===== src/design/avfx_pkg.sv =====
// Package for the affine vertex transform core: value widths, operation codes,
// record word layout and the transaction structs shared by all modules.
// No dependencies.
`default_nettype none

package avfx_pkg;

  // Width of every stored and transferred value (signed fixed point).
  localparam int VALUE_WIDTH   = 32;
  localparam int FRACTION_DEF  = 16;
  localparam int PROD_WIDTH    = 2 * VALUE_WIDTH;
  localparam int SUM_WIDTH     = PROD_WIDTH + 2;
  localparam int TOTAL_WIDTH   = SUM_WIDTH + 1;

  localparam int OP_WIDTH      = 3;
  localparam int INDEX_WIDTH   = 5;

  // Layout of the affine record.
  localparam int RECORD_WORDS  = 24;
  localparam int FWD_BASE      = 0;
  localparam int INV_BASE      = 9;
  localparam int FWD_TR_BASE   = 18;
  localparam int INV_TR_BASE   = 21;

  typedef logic signed [VALUE_WIDTH-1:0] value_t;

  localparam value_t VALUE_MAX = {1'b0, {(VALUE_WIDTH-1){1'b1}}};
  localparam value_t VALUE_MIN = {1'b1, {(VALUE_WIDTH-1){1'b0}}};

  typedef enum logic [OP_WIDTH-1:0] {
    OP_LOAD   = 3'd0,
    OP_FWD    = 3'd1,
    OP_INV    = 3'd2,
    OP_NORMAL = 3'd3,
    OP_DIR    = 3'd4
  } op_e;

  typedef struct packed {
    logic [OP_WIDTH-1:0]    operation;
    logic [INDEX_WIDTH-1:0] word_index;
    value_t                 word_value;
    value_t                 x_in;
    value_t                 y_in;
    value_t                 z_in;
  } in_item_t;

  typedef struct packed {
    value_t x_out;
    value_t y_out;
    value_t z_out;
    logic   saturated;
  } out_item_t;

  // Work handed from the front to the back: the selected 3x3 coefficients
  // (row-major), the translation and the point.
  typedef struct packed {
    value_t [8:0] coef;
    value_t [2:0] trans;
    value_t [2:0] point;
  } cmd_t;

endpackage

`default_nettype wire


===== src/design/avfx_queue.sv =====
// Two-entry queue between the front and the back of the affine vertex
// transform core. Depends on avfx_pkg.
`default_nettype none

module avfx_queue (
  input  wire logic           clk_i,
  input  wire logic           rst_ni,
  input  wire logic           push_i,
  input  wire avfx_pkg::cmd_t cmd_i,
  output logic                full_o,
  output logic                valid_o,
  output avfx_pkg::cmd_t      cmd_o,
  input  wire logic           pop_i
);
  import avfx_pkg::*;

  cmd_t       mem_q [2];
  logic       wr_ptr_q, wr_ptr_d;
  logic       rd_ptr_q, rd_ptr_d;
  logic [1:0] count_q, count_d;
  logic       do_push, do_pop;

  assign full_o  = (count_q == 2'd2);
  assign valid_o = (count_q != 2'd0);
  assign cmd_o   = mem_q[rd_ptr_q];
  assign do_push = push_i && !full_o;
  assign do_pop  = pop_i && valid_o;

  always_comb begin
    wr_ptr_d = do_push ? ~wr_ptr_q : wr_ptr_q;
    rd_ptr_d = do_pop ? ~rd_ptr_q : rd_ptr_q;
    count_d  = count_q + {1'b0, do_push} - {1'b0, do_pop};
  end

  always_ff @(posedge clk_i or negedge rst_ni) begin
    if (!rst_ni) begin
      wr_ptr_q <= 1'b0;
      rd_ptr_q <= 1'b0;
      count_q  <= 2'd0;
    end else begin
      wr_ptr_q <= wr_ptr_d;
      rd_ptr_q <= rd_ptr_d;
      count_q  <= count_d;
    end
  end

  always_ff @(posedge clk_i) begin
    if (do_push) begin
      mem_q[wr_ptr_q] <= cmd_i;
    end
  end

endmodule

`default_nettype wire


===== config.mk =====
export PLATFORM = sky130hd
export DESIGN_NAME = avfx_queue
export DESIGN_NICKNAME = d
export VERILOG_FILES = /design/src/design/avfx_pkg.sv /design/src/design/avfx_queue.sv
export SDC_FILE = /design/constraint.sdc
export NUM_CORES = 1
export LEC_CHECK = 0
export BUFFER_PORTS_ARGS = -buffer_cell sky130_fd_sc_hd__buf_2
export CAP_MARGIN = 20
export CORE_AREA = 2 2 374 376
export CTS_BUF_LIST = sky130_fd_sc_hd__clkbuf_4 sky130_fd_sc_hd__clkbuf_8
export CTS_CLUSTER_SIZE = 24
export DETAILED_ROUTE_END_ITERATION = 8
export DIE_AREA = 0 0 376 378
export GPL_TIMING_DRIVEN = 1
export SLEW_MARGIN = 25
export SYNTH_ARGS = -nofsm -noshare
export SYNTH_HDL_FRONTEND = slang
export SYNTH_SLANG_ARGS = --single-unit

===== constraint.sdc =====
create_clock -name clk_i -period 19.81 [get_ports clk_i]
set_input_delay 3.962 -clock clk_i [delete_from_list [all_inputs] [get_ports clk_i]]
set_output_delay 3.962 -clock clk_i [all_outputs]
set_load 0.1 [all_outputs]

==> metrics <==
Die Wd=approximately 380 µm; Max stage delay on crit path=0.85 ns; PortBufs=between 900 and 1000; Setup crit start=rd_ptr_q; unrepaired setup endpoints after global routing=no; via count=18710; syn avg cell area=23.27 µm²; num rows=137; Area Growth Syn to Fin=28.89%; core area=138500 µm²; CTS Buf Count=between 150 and 200; Initial Util=0.2540; minimum clock period=between 9 and 10 ns; r2r startpoint=count_q[1]; Residual DRC=0; Synth Area in Compound Gates=0; initial antenna violation count=71; critical path required time=15.85 ns; slowest CP cell=buf_4; Multi-input gate area=5848 µm²; Cell Area, Synth=between 30000 and 40000 µm²; routed length per instance=22.10 µm; Worst Path Buf+Inv=5; Peak Freq=104.1 MHz; syn_nets=1998; post-synthesis cell type count=17; gr usage total=0.1346; post_cts resized=0; fin area=45350 µm²; first-pass GRT wire length=136000 µm; Final WS setup=between 10 and 15 ns; hold_sp=count_q[0]; Reg clk slew, reported paths=0.06 ns; mux contribution to synthesized area=0.1632; DP Worst Slack=11.01 ns; Post-synth EDFFs=960; status=finished, final reports clean; final setup fails=0; worst hold-check path type=reg2reg; share of cells above drive strength 1=0.6305; Sequential cell area=28930 µm²; Seq cells post-synth=~960; Layout Skew=0.03124 ns; Yosys top cell by area=edfxtp_1; DRT Pass-1 Iters=5; vias in the first global route=around 19000; Post-synth top flop=edfxtp_1; setup_tns=0 ns; Hold WS=0.5503 ns; CP Cell Sequence=buf_4 > buf_4 > buf_4 > buf_4 > mux2_2 > buf_2; WP data arrival=5.65 ns; clk buf depth=3; period utilisation layout=0.4851; Synth area leaders=edfxtp_1 (82%), mux2_2 (12%), mux2_4 (3.8%); largest net degree at the start of global routing=80; share of the synthesized area in the top cell type=0.8193; nets=3099; Final Hold Vio Count=0; Async S/R FF share, synth=0.004149; TritonCTS clock tree=built; most frequent cells in the layout=buf_2 (965), edfxtp_1 (960), mux2_2 (390); post-synthesis simple-gate area fraction=0.0009246; CP Launch Type=flip-flop; Worst Setup Path Type=reg2out; Slew headroom=0.3101; peak fanout along the critical path=69; Seq/Total Area, Yosys=0.8222; postcts setup bufs=0; Least-Margin Pin Slew=1.035 ns; DP Wirelength=around 74000 µm; reg-to-reg slack, setup=~15 ns; Crit path top cell by count=buf_4; worst-skew pair later-pin latency=0.82 ns; max-slew violation count=0; fraction of the mapped netlist area in adder cells=0.0007112; CTS root buf=clkbuf_8; Detailed Route WL=just over 100000 µm; die area=142100 µm²; crit-path leading delay family=buffers and inverters; CP Capture Type=output pin; grt ovf=0; post-cts hold buffer count=0; Placed Area=42060 µm²; H-tree lvl count=4; commonest non-fill, non-tap cell in the layout=buf_2; post-route ant nets=0; largest family of logic cells by synthesized area=multiplexers; 1st-iter DRT viols=1121; DIE HEIGHT=~380 µm; via/cell ratio=4.097; Mapped Cells=approximately 1500; post-synthesis xor/xnor area fraction=0.0009957; YS warnings=0; Max Cap Violations=0; FILL cells=13470; IO Count=approximately 970; GP Congestion=0.7924; Clock Sinks=964
registers in the layout (all words and copies together), names as in the netlist:
register / count
wr_ptr_q: 1
count_q: 2
mem_q: 960
rd_ptr_q: 1
cell usage after synthesis (2+ instances only):
cell type  instances
buf_2             13
buf_4             30
buf_6             11
dfrtp_1            4
edfxtp_1         960
ha_1               2
inv_1              2
mux2_2           390
mux2_4            90
xnor2_1            3
per-layer routing:
layer  track usage  vias to the layer above  part of all wire
met5             0                        -            0.0058
met4       0.04709                       94             0.029
met3       0.07035                      274              0.11
met2        0.2401                      822              0.51
met1        0.1326                     9195              0.34
li1              -                     8328                 -
path summary, 6_finish.rpt:
| kind | endpoint | cells past startpoint |
|---|---|---|
| worst max-delay path | cmd_o[340] | 6 |
| worst min-delay path | count_q[0] | 1 |
| worst max register to register | mem_q[1][365] | 6 |
| worst min register to register | count_q[0] | 1 |
| max in group asynchronous | rd_ptr_q | 1 |
| min in group asynchronous | rd_ptr_q | 1 |
logic make-up (layout without fill, tap and decap cells):
logic type               Yosys count  count (layout)
XOR/XNOR                           4               4
adder cells (fa/ha/maj)            2               2
buffers and inverters             56            1291
flip-flops                       964             964
multiplexers                     480             480
other                              0              13
AND/OR/NAND/NOR                    6               6
layout make-up:
cell class,count,share of cell area
Clock inverter,75,0.01112
Sequential cell,964,0.6379
Multi-Input combinational cell,492,0.1290
Inverter,2,0.0001655
Antenna cell,13,0.0007173
Tap cell,1807,0.04985
Timing Repair Buffer,989,0.1106
Clock buffer,225,0.06070
stage by stage:
stage,util,instances
after floorplan,-,1512
after global placement,0.3037,4254
after detailed placement,0.3037,4254
after CTS,0.3272,4554
after global routing,0.3273,4557
final,0.3274,4567
Power is not shown: default switching activity piles up to over one toggle a cycle in this logic, so the estimate is an artifact.
