## src/design/avfx_pkg.sv

```systemverilog
// Package for the affine vertex transform core: value widths, operation codes,
// record word layout and the transaction structs shared by all modules.
// No dependencies.
`default_nettype none

package avfx_pkg;

  // Width of every stored and transferred value (signed fixed point).
  localparam int VALUE_WIDTH   = 32;
  localparam int FRACTION_DEF  = 16;
  localparam int PROD_WIDTH    = 2 * VALUE_WIDTH;
  localparam int SUM_WIDTH     = PROD_WIDTH + 2;
  localparam int TOTAL_WIDTH   = SUM_WIDTH + 1;

  localparam int OP_WIDTH      = 3;
  localparam int INDEX_WIDTH   = 5;

  // Layout of the affine record.
  localparam int RECORD_WORDS  = 24;
  localparam int FWD_BASE      = 0;
  localparam int INV_BASE      = 9;
  localparam int FWD_TR_BASE   = 18;
  localparam int INV_TR_BASE   = 21;

  typedef logic signed [VALUE_WIDTH-1:0] value_t;

  localparam value_t VALUE_MAX = {1'b0, {(VALUE_WIDTH-1){1'b1}}};
  localparam value_t VALUE_MIN = {1'b1, {(VALUE_WIDTH-1){1'b0}}};

  typedef enum logic [OP_WIDTH-1:0] {
    OP_LOAD   = 3'd0,
    OP_FWD    = 3'd1,
    OP_INV    = 3'd2,
    OP_NORMAL = 3'd3,
    OP_DIR    = 3'd4
  } op_e;

  typedef struct packed {
    logic [OP_WIDTH-1:0]    operation;
    logic [INDEX_WIDTH-1:0] word_index;
    value_t                 word_value;
    value_t                 x_in;
    value_t                 y_in;
    value_t                 z_in;
  } in_item_t;

  typedef struct packed {
    value_t x_out;
    value_t y_out;
    value_t z_out;
    logic   saturated;
  } out_item_t;

  // Work handed from the front to the back: the selected 3x3 coefficients
  // (row-major), the translation and the point.
  typedef struct packed {
    value_t [8:0] coef;
    value_t [2:0] trans;
    value_t [2:0] point;
  } cmd_t;

endpackage

`default_nettype wire

```

## src/design/avfx_front.sv

```systemverilog
// Front end of the affine vertex transform core: holds the affine record,
// executes loads and selects coefficients for transform transactions.
// Depends on avfx_pkg.
`default_nettype none

module avfx_front #(
  parameter int FRACTION_BITS = avfx_pkg::FRACTION_DEF
) (
  input  wire logic              clk_i,
  input  wire logic              rst_ni,
  input  wire logic              push_i,
  input  wire avfx_pkg::in_item_t item_i,
  input  wire logic              q_full_i,
  output logic                   q_push_o,
  output avfx_pkg::cmd_t         q_cmd_o
);
  import avfx_pkg::*;

  localparam value_t ONE = value_t'(1) << FRACTION_BITS;

  value_t record_q [RECORD_WORDS];
  logic   accept;
  logic   is_xform;

  assign accept   = push_i && !q_full_i;
  assign is_xform = (item_i.operation == OP_FWD) || (item_i.operation == OP_INV) ||
                    (item_i.operation == OP_NORMAL) || (item_i.operation == OP_DIR);
  assign q_push_o = accept && is_xform;

  // Both matrices come out of reset as identity, both translations as zero.
  always_ff @(posedge clk_i or negedge rst_ni) begin
    if (!rst_ni) begin
      for (int i = 0; i < RECORD_WORDS; i++) begin
        if (i == FWD_BASE + 0 || i == FWD_BASE + 4 || i == FWD_BASE + 8 ||
            i == INV_BASE + 0 || i == INV_BASE + 4 || i == INV_BASE + 8) begin
          record_q[i] <= ONE;
        end else begin
          record_q[i] <= '0;
        end
      end
    end else if (accept && item_i.operation == OP_LOAD &&
                 item_i.word_index < INDEX_WIDTH'(RECORD_WORDS)) begin
      record_q[item_i.word_index] <= item_i.word_value;
    end
  end

  // Each coefficient slot chooses among at most four fixed record words; a diagonal slot among two.
  always_comb begin
    q_cmd_o.point[0] = item_i.x_in;
    q_cmd_o.point[1] = item_i.y_in;
    q_cmd_o.point[2] = item_i.z_in;
    for (int k = 0; k < 9; k++) begin
      case (op_e'(item_i.operation))
        OP_FWD:    q_cmd_o.coef[k] = record_q[FWD_BASE + k];
        OP_INV:    q_cmd_o.coef[k] = record_q[INV_BASE + k];
        OP_NORMAL: q_cmd_o.coef[k] = record_q[INV_BASE + (k % 3) * 3 + k / 3];
        default:   q_cmd_o.coef[k] = record_q[FWD_BASE + (k % 3) * 3 + k / 3];
      endcase
    end
    for (int k = 0; k < 3; k++) begin
      case (op_e'(item_i.operation))
        OP_FWD:  q_cmd_o.trans[k] = record_q[FWD_TR_BASE + k];
        OP_INV:  q_cmd_o.trans[k] = record_q[INV_TR_BASE + k];
        default: q_cmd_o.trans[k] = '0;
      endcase
    end
  end

endmodule

`default_nettype wire

```

## config.mk

```make
export PLATFORM = sky130hd
export DESIGN_NAME = avfx_front
export DESIGN_NICKNAME = d
export VERILOG_FILES = /design/src/design/avfx_pkg.sv /design/src/design/avfx_front.sv
export SDC_FILE = /design/constraint.sdc
export NUM_CORES = 1
export LEC_CHECK = 0
export BUFFER_PORTS_ARGS = -buffer_cell sky130_fd_sc_hd__buf_2
export CAP_MARGIN = 20
export CORE_MARGIN = 5
export CORE_UTILIZATION = 57
export CTS_CLUSTER_SIZE = 30
export DETAILED_ROUTE_END_ITERATION = 7
export PLACE_DENSITY = 0.78
export SYNTH_ARGS = -nofsm -noshare
export SYNTH_HDL_FRONTEND = slang
export SYNTH_SLANG_ARGS = --single-unit
```

## constraint.sdc

```tcl
create_clock -name clk_i -period 2.5 [get_ports clk_i]
set_clock_uncertainty 0.1 [all_clocks]
set_input_delay 0.25 -clock clk_i [delete_from_list [all_inputs] [get_ports clk_i]]
set_output_delay 0.25 -clock clk_i [all_outputs]
set_load 0.01 [all_outputs]
```

==> impl_metrics.tcl <==
set metrics [dict create \
    drc 0 \
    rows 95 \
    required_ps 2150 \
    drv_cap 0 \
    hold_viol 0 \
    fin_setup_tns_ps 0 \
    drt-vias-per-instance 6.59 \
    port_buffers 428 \
    p_leak_nw 22.6 \
    largest_reg_flops 768 \
    r2r_end "record_q[641]" \
    design_area_um2 44100 \
    cts_tree "built" \
    fp.coreArea_um2 66900 \
    grt_pass1_vias 28603 \
    insertion_delay_ps 630 \
    drtPass1Iterations 6 \
    routed_wl_um 116000 \
    layout-drive-gt1-share_pct 48.5 \
    grt_max_degree 107 \
    grt_usage_pct 30.8 \
    wl_per_cell_um 28.0 \
    nNetsFinal 3340 \
    cts_root_buf "clkbuf_16" \
    io_pins 621 \
    crit_path_start_kind "primary input" \
    syn2layout_area_growth_pct 15.0 \
    drv_slew 0 \
    register_area_um2 19200 \
    yosysSeqAreaShare_pct 50.1 \
    layout_commonest_cell "mux2_2" \
    setup_violations 0 \
    antenna_found_initial 12 \
    gp_congestion 0.825 \
    endpoint_kind "output pin" \
    multiInputGateArea_um2 17100 \
    cp_max_fo 82 \
    synth_seq_cells 768 \
    setup.worst_path.end "q_cmd_o[224]" \
    rsz0062_at_grt "no" \
    crit_path_frequent_cell "buf_2" \
    postRouteAntennaNets 0 \
    cellPowerDensity_nw_per_um2 652 \
    worstHoldPathType "in2async" \
    cts.sinks 768 \
    critical-path-slowest-cell "a221oi_1" \
    synth_nets 3081 \
    tightest_slew_ps 720 \
    yosys_warnings 0 \
    drtIter0Drc 2436 \
    status "finished, final reports clean" \
    rr_startpoint "record_q[641]" \
    worstPathCellList "buf_2 > buf_4 > inv_6 > nor2_4 > buf_12 > a221oi_1 > buf_2" \
    detailed_place_hpwl_um 74500 \
    r2r_slack_ps 1520 \
    ys_types 33 \
    clockBufferDepth 3 \
    r2r_cells 1 \
    start_util_pct 57.3 \
    max_freq_mhz 422 \
    cp-startpoint "item_i[134]" \
    die_h_um 269 \
    cp.arrival_ps 2020 \
    overflow 0 \
    slowest_delay_ps 590 \
    cts_buffers 82 \
    dieArea_um2 72600 \
    syn_area_um2 38400 \
    worstSetupPathType "in2out" \
    regMostFlops "record_q" \
    post-cts-setup-buffer-count 0 \
    h-tree-depth 3 \
    grt_pass1_wl_um 176000 \
    min_period_over_period_pct 94.7 \
    slew_headroom_pct 52.0 \
    vdd_drop_max_uv 572 \
    vias 27361 \
    largest_registers "record_q x768" \
    syn_area_per_cell_um2 13.0 \
    layout_common_cells "846 x mux2_2, 762 x dfrtp_1, 425 x buf_2" \
    layout_min_cycle_time_ps 2370 \
    n_fill_cell 4829 \
    postPlaceCellArea_um2 41200 \
    clk_pin_slew_ps 60 \
    synthCells 2941 \
    die_w_um 269 \
]
## final cells by class
| type | instances | area share [%] |
|---|---|---|
| Antenna cell | 7 | 0.0397 |
| Multi-Input combinational cell | 1773 | 38.7 |
| Sequential cell | 768 | 43.6 |
| Tap cell | 873 | 2.48 |
| Timing Repair Buffer | 574 | 8.56 |
| Clock buffer | 122 | 5.63 |
| Clock inverter | 31 | 0.967 |
| Inverter | 1 | 0.0199 |
## logic make-up (layout without fill, tap and decap cells)
| kind of cell | count (synthesis) | count (layout) | share of synthesized area, % |
|---|---|---|---|
| AND/OR/NAND/NOR | 236 | 236 | 4.34 |
| flip-flops | 768 | 768 | 50.1 |
| multiplexers | 1056 | 1056 | 30.4 |
| AO/OA/AOI/OAI | 481 | 481 | 9.72 |
| other | 0 | 7 | 0 |
| buffers and inverters | 400 | 728 | 5.45 |
## how the worst min path moves through the flow
stage	start	end	slack (ps)	depth (start not counted)
global placement	rst_ni	record_q[188]	160	1
finish	rst_ni	record_q[92]	80	2
CTS	item_i[132]	record_q[725]	70	4
detailed placement	rst_ni	record_q[92]	160	1
floorplan	rst_ni	record_q[0]	-150	0
global route	item_i[118]	record_q[118]	130	2
## stage by stage
| step | setup WS [ps] | total power (W) | util (%) | hold slack [ps] | cells |
|---|---|---|---|---|---|
| after CTS | 57.8 | 0.0289 | 65.9 | 74.5 | 4142 |
| after detailed placement | 46.1 | 0.0160 | 61.5 | 160 | 3988 |
| after global placement | 104 | 0.0159 | 61.5 | 158 | 3988 |
| after floorplan | 244 | 0.0149 | - | -146 | 2941 |
| final | 131 | 0.0287 | 65.9 | 83.2 | 4149 |
| after global routing | 58.8 | 0.0297 | 65.9 | 131 | 4142 |
## power by group
group	leakage, nW	internal, W	switching, W
Combinational	10.5	0.00110	0.00173
Sequential	10.6	0.0128	0.000248
Clock	1.43	0.00767	0.00523
## cells in the mapped netlist (all sizes together)
cell type	number	area, um2
dfstp	6	158
nor2	4	15.0
buf	191	1300
dfrtp	762	19100
nor3b	1	7.51
or4	1	7.51
a221oi	192	1680
or2	1	6.26
o22ai	192	1200
nor3	1	5.00
a22o	96	841
nand4b	4	35.0
mux2i	192	1920
nor4	9	183
clkbuf	208	781
mux2	864	9730
nand2b	3	18.8
or3b	1	8.76
nand4	10	62.6
nor4b	3	62.6
o21ai	1	5.00
nor2b	193	1210
inv	1	3.75
nor4bb	2	20.0
or4b	1	10.0
and3b	1	8.76
nand3b	1	7.51
## per-layer routing
| layer | up-vias | wire length, um | track usage (%) |
|---|---|---|---|
| li1 | 11497 | - | - |
| met1 | 14353 | 45500 | 39.2 |
| met2 | 1225 | 56000 | 50.2 |
| met3 | 280 | 8940 | 7.03 |
| met4 | 6 | 5650 | 14.5 |
| met5 | - | 43 | 0.263 |
## critical path, delay by kind of cell
family / cells / cell delay, ps
buffers and inverters: 5 / 970
AOI/OAI and AO/OA: 1 / 590
and+or+nand+nor: 1 / 120
## what timing repair did
item	CTS	global route
hold endpoints to repair	291	0
resized for setup	0	1
hold buffers	1	0
setup endpoints to repair	0	1
(Power assumes the default switching activity.)
